==> src/rtl/cfp_pkg.sv <==
`timescale 1ns / 1ps
// cfp_pkg: types, codes and constants shared by the command frame parser
// no dependencies; compiled first

package cfp_pkg;

  // frames shorter than this are reported short
  localparam int unsigned MIN_FRAME_BYTES = 13;
  // default depth of the queue between front and back
  localparam int unsigned QUEUE_DEPTH = 2;

  // parse phase of the front end
  typedef enum logic [3:0] {
    PH_PRIO    = 4'd0,
    PH_INDEX   = 4'd1,
    PH_LABEL   = 4'd2,
    PH_SRC     = 4'd3,
    PH_DST     = 4'd4,
    PH_TAG     = 4'd5,
    PH_LENHEAD = 4'd6,
    PH_LENEXT  = 4'd7,
    PH_PAYLOAD = 4'd8,
    PH_SURPLUS = 4'd9
  } phase_t;

  // byte kinds
  localparam logic [3:0] KIND_PRIO    = 4'd0;
  localparam logic [3:0] KIND_INDEX   = 4'd1;
  localparam logic [3:0] KIND_LABEL   = 4'd2;
  localparam logic [3:0] KIND_SRC     = 4'd3;
  localparam logic [3:0] KIND_DST     = 4'd4;
  localparam logic [3:0] KIND_TAG     = 4'd5;
  localparam logic [3:0] KIND_LENGTH  = 4'd6;
  localparam logic [3:0] KIND_PAYLOAD = 4'd7;
  localparam logic [3:0] KIND_SURPLUS = 4'd8;

  // frame status codes
  localparam logic [2:0] STATUS_OK         = 3'd0;
  localparam logic [2:0] STATUS_SHORT      = 3'd1;
  localparam logic [2:0] STATUS_NO_SRC_END = 3'd2;
  localparam logic [2:0] STATUS_NO_DST_END = 3'd3;
  localparam logic [2:0] STATUS_SHORT_TAG  = 3'd4;
  localparam logic [2:0] STATUS_BAD_PREFIX = 3'd5;
  localparam logic [2:0] STATUS_MISMATCH   = 3'd6;

  // length field prefix bytes
  localparam logic [7:0] LEN_LONG_BIT = 8'h80;
  localparam logic [6:0] LEN_FORM_ONE = 7'd1;
  localparam logic [6:0] LEN_FORM_TWO = 7'd2;

  typedef struct packed {
    logic [7:0] data_byte;
    logic       frame_end;
  } in_item_t;

  typedef struct packed {
    logic [3:0]  byte_kind;
    logic [7:0]  byte_value;
    logic        frame_done;
    logic [2:0]  frame_status;
    logic [7:0]  priority_res;
    logic [15:0] message_index;
    logic [15:0] message_label;
    logic [31:0] message_tag;
    logic [15:0] payload_length;
  } out_item_t;

  // one classified beat handed from front to back
  typedef struct packed {
    logic [3:0]  kind;
    logic [7:0]  value;
    logic        last;
    logic [1:0]  tag_lane;     // byte position inside the tag
    logic [2:0]  status;       // status of the frame, short check aside
    logic [15:0] plen;         // reported payload length
  } cfp_entry_t;

endpackage

==> src/rtl/cfp_stream_if.sv <==
`timescale 1ns / 1ps
// cfp_stream_if: valid/ready channel carrying one item per beat
// item type given by parameter; used for both ports of the parser

interface cfp_stream_if #(
  parameter type item_t = logic
);
  logic  valid;
  logic  ready;
  item_t payload;

  modport source (output valid, output payload, input ready);
  modport sink   (input valid, input payload, output ready);
endinterface

==> src/rtl/command_frame_parser.sv <==
`timescale 1ns / 1ps
// command_frame_parser: top level of the streaming command frame parser
// depends on cfp_pkg, cfp_stream_if, cfp_front, cfp_queue and cfp_back

// Takes one frame byte per beat on frame_bytes (frame_end marks the last
// byte) and returns exactly one result beat per byte on byte_results: the
// byte's kind (priority, index, label, source, dest, tag, length, payload or
// surplus) and the byte itself. On the result for the last byte the decoded
// priority, big-endian index and label, little-endian tag, declared payload
// length and a frame status are reported; on other beats these are zero.
// The parser takes one byte every cycle while the queue is not full; a byte's
// result beat is offered once it reaches the output register (the classified
// byte lands in the queue at the accepting edge, the output register loads
// from the queue when it is empty or its beat is being taken); a stall on
// byte_results delays it further. The classifier and the field assembler are parted
// by a queue of QUEUE_DEPTH beats, so input is still taken while a finished
// result waits, until the queue fills; a byte offered while the queue is full
// waits until a result is taken and the queue has drained a slot.

module command_frame_parser #(
  parameter int unsigned QUEUE_DEPTH = cfp_pkg::QUEUE_DEPTH
) (
  input  logic        clk,
  input  logic        rst,
  cfp_stream_if.sink   frame_bytes,
  cfp_stream_if.source byte_results
);
  import cfp_pkg::*;

  // front to back hand-off
  logic       push;
  logic       pop;
  logic       full;
  logic       empty;
  cfp_entry_t push_entry;
  cfp_entry_t head;

  // front end: phase tracking, byte classification, length decode, status
  cfp_front u_front (
    .clk         (clk),
    .rst         (rst),
    .frame_bytes (frame_bytes),
    .full        (full),
    .push        (push),
    .entry       (push_entry)
  );

  // short queue so front and back stall independently
  cfp_queue #(
    .DEPTH (QUEUE_DEPTH)
  ) u_queue (
    .clk        (clk),
    .rst        (rst),
    .push       (push),
    .push_entry (push_entry),
    .pop        (pop),
    .head       (head),
    .full       (full),
    .empty      (empty)
  );

  // back end: header assembly, minimum size check, output register
  cfp_back u_back (
    .clk          (clk),
    .rst          (rst),
    .head         (head),
    .empty        (empty),
    .pop          (pop),
    .byte_results (byte_results)
  );

`ifndef ASSERT_OFF
  // front never writes into a full queue
  a_no_overflow : assert property (@(posedge clk) disable iff (rst)
    push |-> !full)
    else $error("queue written while full");

  // back never reads an empty queue
  a_no_underflow : assert property (@(posedge clk) disable iff (rst)
    pop |-> !empty)
    else $error("queue read while empty");

  // status, tag and payload length only on the last beat of a frame
  a_quiet_header : assert property (@(posedge clk) disable iff (rst)
    (byte_results.valid && !byte_results.payload.frame_done) |->
      (byte_results.payload.frame_status == STATUS_OK &&
       byte_results.payload.message_tag == 32'd0 &&
       byte_results.payload.payload_length == 16'd0))
    else $error("header reported on a beat that does not end a frame");

  // a frame's first byte is always classified as priority
  a_prio_first : assert property (@(posedge clk) disable iff (rst)
    (push && push_entry.last) |=> (!push || push_entry.kind == KIND_PRIO))
    else $error("byte after frame end not classified as priority");
`endif

endmodule

==> src/rtl/cfp_queue.sv <==
`timescale 1ns / 1ps
// cfp_queue: small register queue between parser front and back
// depends on cfp_pkg for the entry type

module cfp_queue #(
  parameter int unsigned DEPTH = cfp_pkg::QUEUE_DEPTH
) (
  input  logic                clk,
  input  logic                rst,
  input  logic                push,
  input  cfp_pkg::cfp_entry_t push_entry,
  input  logic                pop,
  output cfp_pkg::cfp_entry_t head,
  output logic                full,
  output logic                empty
);
  import cfp_pkg::*;

  localparam int unsigned PTR_W = (DEPTH > 1) ? $clog2(DEPTH) : 1;
  localparam int unsigned CNT_W = $clog2(DEPTH + 1);

  cfp_entry_t       slots [DEPTH];
  logic [PTR_W-1:0] wr_ptr;
  logic [PTR_W-1:0] rd_ptr;
  logic [CNT_W-1:0] count;

  assign head  = slots[rd_ptr];
  assign full  = (count == CNT_W'(DEPTH));
  assign empty = (count == '0);

  always_ff @(posedge clk) begin
    if (push) begin
      slots[wr_ptr] <= push_entry;
    end
  end

  always_ff @(posedge clk) begin
    if (rst) begin
      wr_ptr <= '0;
      rd_ptr <= '0;
      count  <= '0;
    end else begin
      if (push) begin
        wr_ptr <= (wr_ptr == PTR_W'(DEPTH - 1)) ? '0 : wr_ptr + 1'b1;
      end
      if (pop) begin
        rd_ptr <= (rd_ptr == PTR_W'(DEPTH - 1)) ? '0 : rd_ptr + 1'b1;
      end
      case ({push, pop})
        2'b10:   count <= count + 1'b1;
        2'b01:   count <= count - 1'b1;
        default: count <= count;
      endcase
    end
  end

endmodule

==> src/rtl/cfp_front.sv <==
`timescale 1ns / 1ps
// cfp_front: accepts frame beats, tracks the parse phase and classifies bytes
// depends on cfp_pkg and cfp_stream_if; feeds cfp_queue

module cfp_front (
  input  logic                clk,
  input  logic                rst,
  cfp_stream_if.sink          frame_bytes,
  input  logic                full,
  output logic                push,
  output cfp_pkg::cfp_entry_t entry
);
  import cfp_pkg::*;

  phase_t      phase;
  phase_t      phase_next;
  logic [1:0]  fcount;
  logic [1:0]  fcount_next;
  logic [1:0]  length_form;
  logic [1:0]  length_form_next;
  logic [15:0] declared_length;
  logic [15:0] declared_length_next;
  logic [15:0] payload_remaining;
  logic [15:0] payload_remaining_next;
  logic [2:0]  error_code;
  logic [2:0]  error_code_next;

  logic [7:0]  b;
  logic        last;
  logic [6:0]  low7;
  logic        form_ok;
  logic [1:0]  fc_inc;
  logic [15:0] decl_shift;
  logic [15:0] rem_dec;

  assign frame_bytes.ready = !full;
  assign push = frame_bytes.valid && !full;
  assign b    = frame_bytes.payload.data_byte;
  assign last = frame_bytes.payload.frame_end;

  assign low7       = b[6:0];
  assign form_ok    = (low7 == LEN_FORM_ONE) || (low7 == LEN_FORM_TWO);
  assign fc_inc     = fcount + 2'd1;
  assign decl_shift = {declared_length[7:0], b};
  assign rem_dec    = (payload_remaining != '0) ? payload_remaining - 16'd1
                                                : payload_remaining;

  // next phase
  always_comb begin
    phase_next = phase;
    case (phase)
      PH_PRIO:  phase_next = PH_INDEX;
      PH_INDEX: begin
        if (fcount == 2'd1) phase_next = PH_LABEL;
      end
      PH_LABEL: begin
        if (fcount == 2'd1) phase_next = PH_SRC;
      end
      PH_SRC: begin
        if (b == 8'd0) phase_next = PH_DST;
      end
      PH_DST: begin
        if (b == 8'd0) phase_next = PH_TAG;
      end
      PH_TAG: begin
        if (fcount == 2'd3) phase_next = PH_LENHEAD;
      end
      PH_LENHEAD: begin
        if ((b & LEN_LONG_BIT) == 8'd0) begin
          phase_next = ({9'd0, low7} != 16'd0) ? PH_PAYLOAD : PH_SURPLUS;
        end else if (form_ok) begin
          phase_next = PH_LENEXT;
        end else begin
          phase_next = PH_SURPLUS;
        end
      end
      PH_LENEXT: begin
        if (fc_inc >= length_form) begin
          phase_next = (decl_shift != 16'd0) ? PH_PAYLOAD : PH_SURPLUS;
        end
      end
      PH_PAYLOAD: begin
        if (rem_dec == 16'd0) phase_next = PH_SURPLUS;
      end
      default: phase_next = PH_SURPLUS;
    endcase
  end

  // per-beat outputs and datapath updates
  always_comb begin
    fcount_next            = fcount;
    length_form_next       = length_form;
    declared_length_next   = declared_length;
    payload_remaining_next = payload_remaining;
    error_code_next        = error_code;
    entry.kind             = KIND_SURPLUS;
    entry.value            = b;
    entry.last             = last;
    entry.tag_lane         = fcount;
    case (phase)
      PH_PRIO: begin
        entry.kind  = KIND_PRIO;
        fcount_next = 2'd0;
      end
      PH_INDEX: begin
        entry.kind  = KIND_INDEX;
        fcount_next = (fcount == 2'd1) ? 2'd0 : 2'd1;
      end
      PH_LABEL: begin
        entry.kind  = KIND_LABEL;
        fcount_next = (fcount == 2'd1) ? 2'd0 : 2'd1;
      end
      PH_SRC: entry.kind = KIND_SRC;
      PH_DST: begin
        entry.kind = KIND_DST;
        if (b == 8'd0) fcount_next = 2'd0;
      end
      PH_TAG: begin
        entry.kind  = KIND_TAG;
        fcount_next = fc_inc;
      end
      PH_LENHEAD: begin
        entry.kind = KIND_LENGTH;
        if ((b & LEN_LONG_BIT) == 8'd0) begin
          length_form_next       = 2'd0;
          declared_length_next   = {9'd0, low7};
          payload_remaining_next = {9'd0, low7};
        end else if (form_ok) begin
          length_form_next     = low7[1:0];
          declared_length_next = 16'd0;
          fcount_next          = 2'd0;
        end else begin
          error_code_next = STATUS_BAD_PREFIX;
        end
      end
      PH_LENEXT: begin
        entry.kind           = KIND_LENGTH;
        declared_length_next = decl_shift;
        fcount_next          = fc_inc;
        if (fc_inc >= length_form) payload_remaining_next = decl_shift;
      end
      PH_PAYLOAD: begin
        entry.kind             = KIND_PAYLOAD;
        payload_remaining_next = rem_dec;
      end
      default: begin
        entry.kind = KIND_SURPLUS;
        if (error_code == STATUS_OK) error_code_next = STATUS_MISMATCH;
      end
    endcase

    // status from a recorded error, else from the phase the frame ends in
    if (error_code_next != STATUS_OK) begin
      entry.status = error_code_next;
    end else begin
      case (phase_next)
        PH_PRIO, PH_INDEX, PH_LABEL, PH_SRC: entry.status = STATUS_NO_SRC_END;
        PH_DST:     entry.status = STATUS_NO_DST_END;
        PH_TAG:     entry.status = STATUS_SHORT_TAG;
        PH_SURPLUS: entry.status = STATUS_OK;
        default:    entry.status = STATUS_MISMATCH;
      endcase
    end
    entry.plen = (error_code_next == STATUS_BAD_PREFIX) ? 16'd0 : declared_length_next;
  end

  always_ff @(posedge clk) begin
    if (rst) begin
      phase             <= PH_PRIO;
      fcount            <= '0;
      length_form       <= '0;
      declared_length   <= '0;
      payload_remaining <= '0;
      error_code        <= STATUS_OK;
    end else if (push) begin
      if (last) begin
        phase             <= PH_PRIO;
        fcount            <= '0;
        length_form       <= '0;
        declared_length   <= '0;
        payload_remaining <= '0;
        error_code        <= STATUS_OK;
      end else begin
        phase             <= phase_next;
        fcount            <= fcount_next;
        length_form       <= length_form_next;
        declared_length   <= declared_length_next;
        payload_remaining <= payload_remaining_next;
        error_code        <= error_code_next;
      end
    end
  end

endmodule

==> src/rtl/cfp_back.sv <==
`timescale 1ns / 1ps
// cfp_back: assembles header fields, applies the size check, drives results
// depends on cfp_pkg and cfp_stream_if; drains cfp_queue

module cfp_back (
  input  logic                clk,
  input  logic                rst,
  input  cfp_pkg::cfp_entry_t head,
  input  logic                empty,
  output logic                pop,
  cfp_stream_if.source        byte_results
);
  import cfp_pkg::*;

  localparam logic [3:0] MIN_BYTES = 4'(MIN_FRAME_BYTES);
  localparam logic [3:0] SAT_MAX   = 4'd15;

  logic [3:0]  total_bytes;
  logic [3:0]  total_bytes_next;
  logic [7:0]  priority_reg;
  logic [7:0]  priority_next;
  logic [15:0] index_reg;
  logic [15:0] index_next;
  logic [15:0] label_reg;
  logic [15:0] label_next;
  logic [31:0] tag_reg;
  logic [31:0] tag_next;
  out_item_t   result_next;
  logic        out_valid;
  out_item_t   out_item;

  assign pop = !empty && (!out_valid || byte_results.ready);
  assign byte_results.valid   = out_valid;
  assign byte_results.payload = out_item;

  always_comb begin
    total_bytes_next = (total_bytes < SAT_MAX) ? total_bytes + 4'd1 : total_bytes;
    priority_next    = priority_reg;
    index_next       = index_reg;
    label_next       = label_reg;
    tag_next         = tag_reg;
    case (head.kind)
      KIND_PRIO:  priority_next = head.value;
      KIND_INDEX: index_next    = {index_reg[7:0], head.value};
      KIND_LABEL: label_next    = {label_reg[7:0], head.value};
      KIND_TAG:   tag_next      = tag_reg | ({24'd0, head.value} << {head.tag_lane, 3'b000});
      default:    ;
    endcase

    result_next            = '0;
    result_next.byte_kind  = head.kind;
    result_next.byte_value = head.value;
    result_next.frame_done = head.last;
    if (head.last) begin
      result_next.frame_status   = (total_bytes_next < MIN_BYTES) ? STATUS_SHORT
                                                                   : head.status;
      result_next.priority_res   = priority_next;
      result_next.message_index  = index_next;
      result_next.message_label  = label_next;
      result_next.message_tag    = tag_next;
      result_next.payload_length = head.plen;
    end
  end

  always_ff @(posedge clk) begin
    if (pop) begin
      out_item <= result_next;
    end
  end

  always_ff @(posedge clk) begin
    if (rst) begin
      out_valid    <= 1'b0;
      total_bytes  <= '0;
      priority_reg <= '0;
      index_reg    <= '0;
      label_reg    <= '0;
      tag_reg      <= '0;
    end else begin
      if (pop) begin
        out_valid <= 1'b1;
      end else if (byte_results.ready) begin
        out_valid <= 1'b0;
      end
      if (pop) begin
        if (head.last) begin
          total_bytes  <= '0;
          priority_reg <= '0;
          index_reg    <= '0;
          label_reg    <= '0;
          tag_reg      <= '0;
        end else begin
          total_bytes  <= total_bytes_next;
          priority_reg <= priority_next;
          index_reg    <= index_next;
          label_reg    <= label_next;
          tag_reg      <= tag_next;
        end
      end
    end
  end

endmodule

==> src/flat_wrapper.sv <==
// flat-port wrapper written by rule: the top's interface ports become plain ports
module command_frame_parser_flat import cfp_pkg::*;
#(
  parameter int unsigned QUEUE_DEPTH = cfp_pkg::QUEUE_DEPTH
)
  (clk, rst, frame_bytes_valid, frame_bytes_payload, frame_bytes_ready, byte_results_valid, byte_results_payload, byte_results_ready);
  cfp_stream_if #(.item_t(in_item_t)) frame_bytes_i ();
  cfp_stream_if #(.item_t(out_item_t)) byte_results_i ();
  input  logic clk;
  input  logic rst;
  input wire logic [$bits(frame_bytes_i.valid)-1:0] frame_bytes_valid;
  input wire logic [$bits(frame_bytes_i.payload)-1:0] frame_bytes_payload;
  output wire logic [$bits(frame_bytes_i.ready)-1:0] frame_bytes_ready;
  output wire logic [$bits(byte_results_i.valid)-1:0] byte_results_valid;
  output wire logic [$bits(byte_results_i.payload)-1:0] byte_results_payload;
  input wire logic [$bits(byte_results_i.ready)-1:0] byte_results_ready;
  assign frame_bytes_i.valid = frame_bytes_valid;
  assign frame_bytes_i.payload = frame_bytes_payload;
  assign frame_bytes_ready = frame_bytes_i.ready;
  assign byte_results_valid = byte_results_i.valid;
  assign byte_results_payload = byte_results_i.payload;
  assign byte_results_i.ready = byte_results_ready;
  command_frame_parser #(.QUEUE_DEPTH(QUEUE_DEPTH)) u_core (.clk(clk), .rst(rst), .frame_bytes(frame_bytes_i), .byte_results(byte_results_i));
endmodule
==> config.mk <==
export PLATFORM = sky130hd
export DESIGN_NAME = command_frame_parser_flat
export DESIGN_NICKNAME = d
export VERILOG_FILES = /design/src/rtl/cfp_pkg.sv /design/src/rtl/cfp_stream_if.sv /design/src/rtl/command_frame_parser.sv /design/src/rtl/cfp_queue.sv /design/src/rtl/cfp_front.sv /design/src/rtl/cfp_back.sv /design/src/flat_wrapper.sv
export SDC_FILE = /design/constraint.sdc
export NUM_CORES = 1
export LEC_CHECK = 0
export BUFFER_PORTS_ARGS = -buffer_cell sky130_fd_sc_hd__buf_4
export CORE_ASPECT_RATIO = 0.8
export CORE_UTILIZATION = 29
export DETAILED_ROUTE_END_ITERATION = 7
export SYNTH_ARGS = -nofsm -noshare
export SYNTH_HDL_FRONTEND = slang
export SYNTH_SLANG_ARGS = --single-unit
==> constraint.sdc <==
create_clock -name clk -period 5.5 [get_ports clk]
set_input_delay 0.55 -clock clk [delete_from_list [all_inputs] [get_ports clk]]
set_output_delay 0.55 -clock clk [all_outputs]
set_load 0.005 [all_outputs]
* After elaboration in Yosys (flattened, before gate mapping) *
Memory sizes are Yosys's and may differ from the RTL's. A register that Yosys moved wholly into a read port is not among the register bits.
Cells that the tools add are included.

operators by class
  $add $sub $neg = 7
  equality and inequality tests = 30
  reduce and logical (&&, ||, !) cells = 34
  bitwise gates (word level) = 2
  magnitude comparators = 3
  shift-type cells = 1
  muxes and demuxes = 61

operators by type and width
  kind                   number
  $mux 16                12
  $mux 32                2
  $mux 4                 12
  $pmux 16 s3            1
  $pmux 4 s9             1
  $or 32x32->32          1
  $pmux 16 s2            1
  $pmux 4 s8             1
  $reduce_bool 16->1     2
  $shl 8x5->32           1
  $eq 4x3->1 const B     7
  $eq 4x2->1 const B     5
  $logic_not 16->1       1
  $logic_not 8->1        2
  $mux 2                 8
  $mux 8                 2
  $sub 16x1->16 const B  1
  $mux 3                 5
  $ne 3x3->1 const B     5
  $eq 4x1->1 const B     3
  $logic_not 4->1        3
  $mux 1                 12
  $pmux 3 s4             1
  $pmux 2 s5             1
  31 further kinds       48

word-level totals
  word-level logic and storage cells = 164
  output and inout bits = 106
  input bits = 13
  memories kept = 1
  bits in writable memories = 68
  bits in registers = 228

memory list
  name                  depth  bits a word  rd ports  clocked after memory_dff  write ports  line             text
  u_core.u_queue.slots  2      34           1         1                         1            cfp_queue.sv:22  cfp_entry_t slots [DEPTH];

* Longest topological paths before layout *
Gate-level depths: netlist of the first run.

  depth in word-level cells = 9
  gate-level depth with buffers = 11
  depth with buffers taken out = 9

* Hierarchy *
Synthesis of the first run repeated with hierarchy kept, for this count alone.

unflattened totals
  cell total of the unflattened synthesis = 1191
  area, all modules = 13053.8 um2

by module, submodules not included
  module     area an instance (um2)  instances  cells each
  cfp_back   7236.9                  1          640
  cfp_front  3166.8                  1          423
  cfp_queue  2650.0                  1          128

* Worst setup path before layout of the first run *
No wires, ideal clock.

  path kind = in2reg
  start = in byte_results_ready
  end = reg u_core.u_back.priority_reg[0]
  arrival time = 5124 ps
  path buffers = 1
  slack = 248 ps
  stages = 7
  cell sequence = nand2b_1 > o21ai_0 > inv_1 > clkbuf_1 > o21ai_1 > a32oi_1 > nor2_1

between the ends
  word-level cells in the longest chain between the ends = 2

ends and longest elaborated chain
  item                  line                        text
  start, declared       flat_wrapper.sv:16          input wire logic [$bits(byte_results_i.ready)-1:0] byte_results_ready;
  $logic_or 1x1->1      cfp_back.sv:32              assign pop = !empty && (!out_valid || byte_results.ready);
  $logic_and 1x1->1     cfp_back.sv:32
  named net u_core.pop  command_frame_parser.sv:32  logic pop;
  end signal, assigned  cfp_back.sv:94              priority_reg <= priority_next;
  end, declared         cfp_back.sv:20              logic [7:0] priority_reg;

The timed path passes the listed nets, and every way through them passes these cells.
A chain may end at the register's enable or synchronous reset.

==> summary.md, run 1 <==
| Metric | Value |
|---|---|
| Die ar. | `43900 um^2` |
| Die X-Extent | `234 um` |
| Vias in the first global route | `8713` |
| Crit path DAT | `3.85 ns` |
| Via count | `9317` |
| Lkg Pwr | `5.37 nW` |
| Final worst path period need | `3.41 ns` |
| DRT antenna net count | `0` |
| Max Clock Skew | `0.0187 ns` |
| Postcts setup bufs | `0` |
| Worst-path clk slew | `0.06 ns` |
| # DRC | `8` |
| Critical Path Fanout Max | `27` |
| Initial antenna violation count | `0` |
| Syn nets | `1180` |
| Vias per cell | `5.10` |
| CTS sink count | `297` |
| GPL Wtd Cong | `0.841` |
| Worst hold path type | `in -> reg` |
| Global-route wire length before repair | `49900 um` |
| Area grow syn2layout | `20.3%` |
| Violated checks | `design-rule violations` |
| Max-slew headroom | `0.115` |
| Maximum VDD drop | `0.259 mV` |
| Status | `complete, but fails checks` |
| CTS buffer count | `34` |
| Hold Path Origin | `frame_bytes_payload[1]` |
| Syn. warnings | `0` |
| Final Hold Vio Count | `0` |
| Most common library cell in the layout ignoring fill and taps | `nor2_1` |
| Tot GR Track Use | `0.144` |
| Worst reg2reg setup slack | `2.09 ns` |
| I/O pin cnt | `119` |
| Ys async rst share | `0` |
| Hold buffers post-CTS | `0` |
| FF-to-FF End | `u_core.u_back.label_reg[14]` |
| Hold endpoint | `u_core.u_queue.slots[1][22]` |
| Clock buffer depth | `3` |
| Reg2Reg Depth | `5` |
| Max Cap Viol | `0` |
| Most frequent cells in the layout | `230 x nor2_1, 172 x edfxtp_1, 133 x buf_4` |
| Row cnt | `67` |
| Ant diodes | `0` |
| CTS HTree Levels | `2` |
| Setup_tns | `0 ns` |
| # setup viols final | `0` |
| Worst skew pair latency | `0.51 ns` |
| Die Span Y | `188 um` |
| Syn_area_per_cell | `10.8 um^2` |
| Achievable clock frequency | `293 MHz` |
| RSZ-0062 raised after global routing | `no` |
| Worst endpoint required time | `5.94 ns` |
| Slew @ Worst Pin | `1.32 ns` |
| # resized after CTS | `0` |
| Mapped Cells | `1160` |
| IO buf count | `118` |
| Largest net degree at the start of global routing | `100` |
| Tcrit/Tclk final | `0.620` |
| Share of cells above drive strength 1 | `0.164` |
| Routed wire length | `32500 um` |
| Core Footprint | `42200 um^2` |
| Root Buffer | `clkbuf_16` |
| Post-synthesis cell type count | `67` |
| Hold Crit Depth | `1` |
| Initial core utilization | `0.296` |
| Crit end category | `flip-flop` |
| P per Cell Area | `476 nW/um^2` |
| WL per Instance | `17.8 um` |
| EDFF count, synth | `172` |
| Type of origin of the critical path | `flip-flop` |
| First drt pass iteration count | `7` |
| Register bit count reported by yosys | `297` |
| Nets | `1270` |
| Ys flop type | `edfxtp_1` |
| Post-synthesis sequential area ratio | `0.614` |
| Fin. max-slew vios | `0` |
| TritonCTS clock tree | `done` |
| Hold_ws | `0.351 ns` |
| Synthesized area | `12500 um^2` |
| Iteration-0 DRC Markers | `828` |
| HPWL after DPL | `21300 um` |
| WS Path Type | `reg -> reg` |
| Remaining Overflow, GRT | `0` |
| Max reg flops | `104` |
==> stage by stage <==
step | total power [W] | utilization | area [um^2] | cells | setup slack, ns
floorplan | 0.00409 | - | 12500 | 1160 | 0.248
global placement | 0.00493 | 0.330 | 13900 | 1766 | 2.20
detailed placement | 0.00495 | 0.330 | 13900 | 1766 | 2.12
CTS | 0.00724 | 0.357 | 15000 | 1827 | 2.11
global route | 0.00749 | 0.357 | 15000 | 1827 | 1.82
finish | 0.00715 | 0.357 | 15000 | 1827 | 2.09
==> layout make-up <==
cell class / count / area (um^2)
clock buffers: 46 / 977
clock inverters: 15 / 161
fillers: 4207 / 27100
inverters: 27 / 104
multi-input cells: 757 / 4430
flip-flops and latches: 297 / 7670
well taps: 552 / 691
repair buffers: 133 / 998
==> cell usage after synthesis (4+ instances only) <==
master     instances  share of area
mux2i_1           52          0.042
dfxtp_1          125           0.20
nor2b_1            5         0.0025
a2111oi_0          4         0.0028
or4_1              6         0.0036
and2_1             4         0.0020
nor4_1            12         0.0060
o21ai_0           23         0.0092
o31a_1             4         0.0028
nor2_1           232          0.070
and3_1             7         0.0035
mux2_2             5         0.0045
nand2b_1           9         0.0045
clkbuf_1          73          0.022
xnor2_1            6         0.0042
ha_1               7         0.0070
a32oi_1           35          0.025
a211oi_1          20          0.012
nand3_1           17         0.0068
nand4_1            5         0.0025
a22oi_1           34          0.020
a32o_1             6         0.0048
inv_1             27         0.0081
a21oi_1          117          0.047
o21ai_1            4         0.0016
nand2_1           54          0.016
edfxtp_1         172           0.41
o21a_1             4         0.0024
nor3_1            25          0.010
==> worst max-delay path, stage by stage (launching register included) <==
cell and delay, ns:
dfxtp_2 0.75, mux2_2 0.48, or4b_2 1.02, nor3_1 0.80, a22oi_1 0.16, nor2_1 0.12
==> worst max path at each step <==
stage	start	end
floorplan	byte_results_ready	u_core.u_back.priority_reg[0]
global placement	flip-flop	u_core.u_back.label_reg[15]
detailed placement	flip-flop	u_core.u_back.label_reg[14]
CTS	flip-flop	u_core.u_back.label_reg[14]
global route	flip-flop	u_core.u_back.label_reg[14]
finish	flip-flop	u_core.u_back.label_reg[14]
==> layer usage <==
layer  global-route usage  part of all wire
met3               0.0274             0.064
met4               0.0410             0.019
met1                0.203              0.46
met5                    0                 0
met2                0.223              0.45
==> cells by family after synthesis <==
kind of cell             count (synthesis)  synth area share
multiplexers                            57            0.0462
XOR/XNOR                                 8           0.00561
buffers and inverters                  106            0.0330
AO/OA/AOI/OAI                          287             0.152
AND/OR/NAND/NOR                        398             0.142
flip-flops                             297             0.614
adder cells (fa/ha/maj)                  7           0.00701
==> power breakdown <==
part	internal (W)	total [W]	switching [W]
logic	0.000624	0.00174	0.00112
registers	0.00293	0.00313	0.000198
clock network	0.00139	0.00228	0.000891
No activity file was read; power rests on OpenSTA's default activity.
==> run 2, diff against run 1 <==
==> constraint.sdc (replaced) <==
create_clock -name clk -period 2.8 [get_ports clk]
set_input_delay 0.28 -clock clk [delete_from_list [all_inputs] [get_ports clk]]
set_output_delay 0.28 -clock clk [all_outputs]
set_load 0.005 [all_outputs]
==> summary.md, run 2 (synthesis gave the netlist of run 1 again) <==
| Metric | Value |
|---|---|
| Die Span Y | `188 um` |
| Clock buffer depth | `3` |
| Fill cells | `4154` |
| Most common library cell in the layout ignoring fill and taps | `nor2_1` |
| CTS sink count | `297` |
| Remaining Overflow, GRT | `0` |
| Vias per cell | `5.07` |
| Iteration-0 DRC Markers | `928` |
| # DRC | `11` |
| Max stage delay on crit path | `0.52 ns` |
| # setup viols final | `0` |
| Critical-path top delay cell | `or4_1` |
| Worst endpoint required time | `3.09 ns` |
| CTS buffer count | `31` |
| Row cnt | `67` |
| Tcrit/Tclk final | `0.989` |
| IO buf count | `118` |
| TritonCTS clock tree | `done` |
| Lkg Pwr | `5.62 nW` |
| Share of cells above drive strength 1 | `0.200` |
| Placement Setup Slack | `-0.0778 ns` |
| Final Core Density | `0.367` |
| I/O pin cnt | `119` |
| Hold_ws | `0.0213 ns` |
| Achievable clock frequency | `361 MHz` |
| Violated checks | `design-rule violations` |
| Initial antenna violation count | `0` |
| Core Footprint | `42200 um^2` |
| Largest net degree at the start of global routing | `116` |
| Routed wire length | `33700 um` |
| Worst skew pair latency | `0.57 ns` |
| Die X-Extent | `234 um` |
| Slew @ Worst Pin | `0.914 ns` |
| Nets | `1324` |
| Max-slew headroom | `0.386` |
| Critical Path Fanout Max | `5` |
| Max reg flops | `104` |
| Initial core utilization | `0.296` |
| Worst setup margin | `0.0294 ns` |
| Fin. max-slew vios | `0` |
| Vias in the first global route | `8929` |
| Die ar. | `43900 um^2` |
| Crit path buffers/inverters | `0` |
| Via count | `9534` |
| Most frequent cells in the layout | `229 x nor2_1, 185 x buf_4, 172 x edfxtp_1` |
| Worst hold path type | `in -> reg` |
| WL per Instance | `17.9 um` |
| CP cell instances | `o31a_1, or4_1, or4_1, or4_4, o41ai_4, a21oi_1` |
| Max Clock Skew | `0.0147 ns` |
| Type of origin of the critical path | `flip-flop` |
| Tot GR Track Use | `0.150` |
| WS Path Type | `reg -> reg` |
| DRT antenna net count | `0` |
| Root Buffer | `clkbuf_16` |
| Ant diodes | `0` |
| Status | `complete, but fails checks` |
| GPL Wtd Cong | `0.851` |
| CTS HTree Levels | `1` |
| HPWL after DPL | `22200 um` |
| Worst path most repeated cell | `or4_1` |
| P per Cell Area | `907 nW/um^2` |
| Worst-path clk slew | `0.06 ns` |
| Maximum VDD drop | `0.759 mV` |
| RSZ-0062 raised after global routing | `yes` |
| Global-route wire length before repair | `52200 um` |
| Area grow syn2layout | `23.7%` |
| Final worst path period need | `2.77 ns` |
| Max Cap Viol | `0` |
| Crit path DAT | `3.06 ns` |
| Crit end category | `flip-flop` |
| CP delay by family, top | `simple AND/OR/NAND/NOR gates` |
| First drt pass iteration count | `7` |
| Final Hold Vio Count | `0` |
-- run 2: layout make-up --
type                            instances  area [um^2]  share of cell area
Sequential cell                       297         7670               0.496
Multi-Input combinational cell        757         4470               0.289
Timing Repair Buffer                  190         1480              0.0957
Clock buffer                           41          906              0.0586
Tap cell                              552          691              0.0447
Clock inverter                         17          136             0.00882
Inverter                               27          104             0.00672
-- run 2: report_power, final --
part           internal [W]  leakage (nW)  switching, W
combinational       0.00143          2.44       0.00234
sequential          0.00574          2.67      0.000323
clock               0.00244         0.514       0.00173
-- run 2: path summary, 6_finish.rpt --
kind	slack, ns	end	from	cells after the start
setup / recovery	0.03	u_core.u_queue.slots[1][17]	u_core.u_front.payload_remaining[0]	6
hold / removal	0.02	u_core.u_queue.slots[0][22]	frame_bytes_payload[1]	1
setup reg to reg	0.03	u_core.u_queue.slots[1][17]	u_core.u_front.payload_remaining[0]	6
hold reg to reg	0.47	u_core.u_back.tag_reg[1]	u_core.u_back.tag_reg[1]	2
-- run 2: per-stage QoR --
stage	std cells	total power [W]	area (um^2)	TNS, ns
final	1881	0.0140	15500	0
after global routing	1881	0.0147	15500	-0.539
after CTS	1881	0.0142	15400	0
after detailed placement	1822	0.0100	14400	-0.286
after global placement	1822	0.00993	14400	-0.254
after floorplan	1160	0.00794	12500	-0.0584
-- run 2: layer usage --
metal / global-route usage / vias to the layer above / part of all wire
met5: 0 / - / 0
met4: 0.0360 / 0 / 0.021
met3: 0.0278 / 43 / 0.057
met2: 0.229 / 259 / 0.45
met1: 0.218 / 4663 / 0.47
li1: - / 4569 / -
-- run 2: timing repair --
| action | in CTS | in global routing |
|---|---|---|
| hold buffers | 1 | 0 |
| gates resized for setup | 0 | 3 |
| hold endpoints to repair | 2 | 0 |
| endpoints found under the setup margin | 4 | 25 |
| buffers inserted | 0 | 0 |
| pin swaps | 1 | 0 |
==> run 3, diff against run 2 <==
--- a/config.mk
+++ b/config.mk
@@ -9,6 +9,7 @@
 export CORE_ASPECT_RATIO = 0.8
 export CORE_UTILIZATION = 29
 export DETAILED_ROUTE_END_ITERATION = 7
+export MAX_ROUTING_LAYER = met4
 export SYNTH_ARGS = -nofsm -noshare
 export SYNTH_HDL_FRONTEND = slang
 export SYNTH_SLANG_ARGS = --single-unit
==> summary.md, run 3 (synthesis gave the netlist of run 1 again) <==
| Metric | Value |
|---|---|
| Crit path DAT | `2.97 ns` |
| Worst skew pair latency | `0.51 ns` |
| Row cnt | `67` |
| Lkg Pwr | `5.67 nW` |
| Max Clock Skew | `0.0132 ns` |
| Die X-Extent | `234 um` |
| Vias in the first global route | `9111` |
| Max reg flops | `104` |
| Final worst path period need | `2.74 ns` |
| Most common library cell in the layout ignoring fill and taps | `nor2_1` |
| Die ar. | `43900 um^2` |
| I/O pin cnt | `119` |
| Initial core utilization | `0.296` |
| DRT antenna net count | `0` |
| Slew @ Worst Pin | `0.910 ns` |
| CTS sink count | `297` |
| Area grow syn2layout | `24.5%` |
| Critical path origin | `u_core.u_front.payload_remaining[0]` |
| Worst endpoint required time | `3.03 ns` |
| # DRC | `11` |
| Root Buffer | `clkbuf_16` |
| GPL Wtd Cong | `0.870` |
| Die Span Y | `188 um` |
| Dpl cells | `1824` |
| Max Cap Viol | `0` |
| IO buf count | `118` |
| Reg2reg start | `u_core.u_front.payload_remaining[0]` |
| Core Footprint | `42200 um^2` |
| Most frequent cells in the layout | `229 x nor2_1, 189 x buf_4, 172 x edfxtp_1` |
| Worst hold path type | `in -> reg` |
| Initial antenna violation count | `1` |
| Share of cells above drive strength 1 | `0.205` |
| Remaining Overflow, GRT | `0` |
| Largest net degree at the start of global routing | `79` |
| Nets | `1329` |
| TritonCTS clock tree | `done` |
| CTS HTree Levels | `2` |
| Final Hold Vio Count | `0` |
| Routed wire length | `34000 um` |
| Final Power | `0.0143 W` |
| # setup viols final | `0` |
| WS Path Type | `reg -> reg` |
| Status | `complete, but fails checks` |
| Maximum VDD drop | `0.509 mV` |
| P per Cell Area | `921 nW/um^2` |
| Crit end category | `flip-flop` |
| Violated checks | `design-rule violations` |
| RSZ-0062 raised after global routing | `yes` |
| Iteration-0 DRC Markers | `896` |
| WL per Instance | `18.1 um` |
| Global-route wire length before repair | `52500 um` |
| CTS buffer count | `34` |
| Max-slew headroom | `0.389` |
| Critical Path Fanout Max | `3` |
| Ant diodes | `0` |
| Worst-path clk slew | `0.06 ns` |
| Via count | `9590` |
| Tot GR Track Use | `0.157` |
| Final Non-Filler Cells | `1886` |
| Type of origin of the critical path | `flip-flop` |
| HPWL after DPL | `22600 um` |
| Fin. max-slew vios | `0` |
| Hold Path Origin | `frame_bytes_payload[2]` |
| Clock buffer depth | `3` |
| Vias per cell | `5.08` |
| Achievable clock frequency | `365 MHz` |
| Tcrit/Tclk final | `0.979` |
| First drt pass iteration count | `7` |
run 3: where the power goes:
group	switching, W	internal, W
clock network	0.00174	0.00275
registers	0.000323	0.00574
logic	0.00234	0.00143
total	0.00441	0.00992
run 3: metrics by stage:
step           setup slack (ns)  instance area (um^2)  hold slack, ns  setup TNS [ns]   util
2_1_floorplan           -0.0246                 12500           0.379         -0.0584      -
3_3_place_gp            -0.0479                 14400           0.448          -0.154  0.342
3_5_place_dp            -0.0665                 14400           0.454          -0.203  0.342
4_1_cts                  0.0638                 15500          0.0508               0  0.368
5_1_grt                 -0.0188                 15600          0.0649         -0.0376  0.369
6_report                 0.0585                 15600          0.0755               0  0.369
run 3: per-layer routing:
metal / GRT usage / wire length [um] / up-vias
met3: 0.0341 / 2410 / 50
li1: - / - / 4575
met5: - / 0 / -
met4: 0.0407 / 532 / 0
met2: 0.236 / 15400 / 283
met1: 0.213 / 15700 / 4682
run 3: worst max-delay path, stage by stage, from the launching register on:
cell and delay [ns]:
dfxtp_4 0.34, o31a_1 0.33, or4_1 0.40, or4_1 0.51, or4_4 0.45, o41ai_4 0.33, a21oi_2 0.10
run 3: what timing repair did:
action / in CTS / in global routing
setup buffers: 0 / 1
pin swaps: 1 / 0
hold buffers: 0 / 0
endpoints found under the setup margin: 7 / 24
resized for setup: 1 / 4
run 3: final timing paths:
| kind | depth (start not counted) | to | slack [ns] |
|---|---|---|---|
| setup / recovery | 6 | u_core.u_queue.slots[0][17] | 0.06 |
| hold / removal | 1 | u_core.u_queue.slots[0][23] | 0.08 |
| setup reg to reg | 6 | u_core.u_queue.slots[0][17] | 0.06 |
| hold reg to reg | 2 | u_core.u_back.tag_reg[30] | 0.47 |
run 3: layout make-up:
type / instances / area (um^2)
sequential: 297 / 7670
tap: 552 / 691
fill: 4166 / 26600
multi-input combinational: 757 / 4480
timing repair buffer: 192 / 1480
clock inverter: 14 / 180
inverter: 27 / 104
clock buffer: 47 / 951
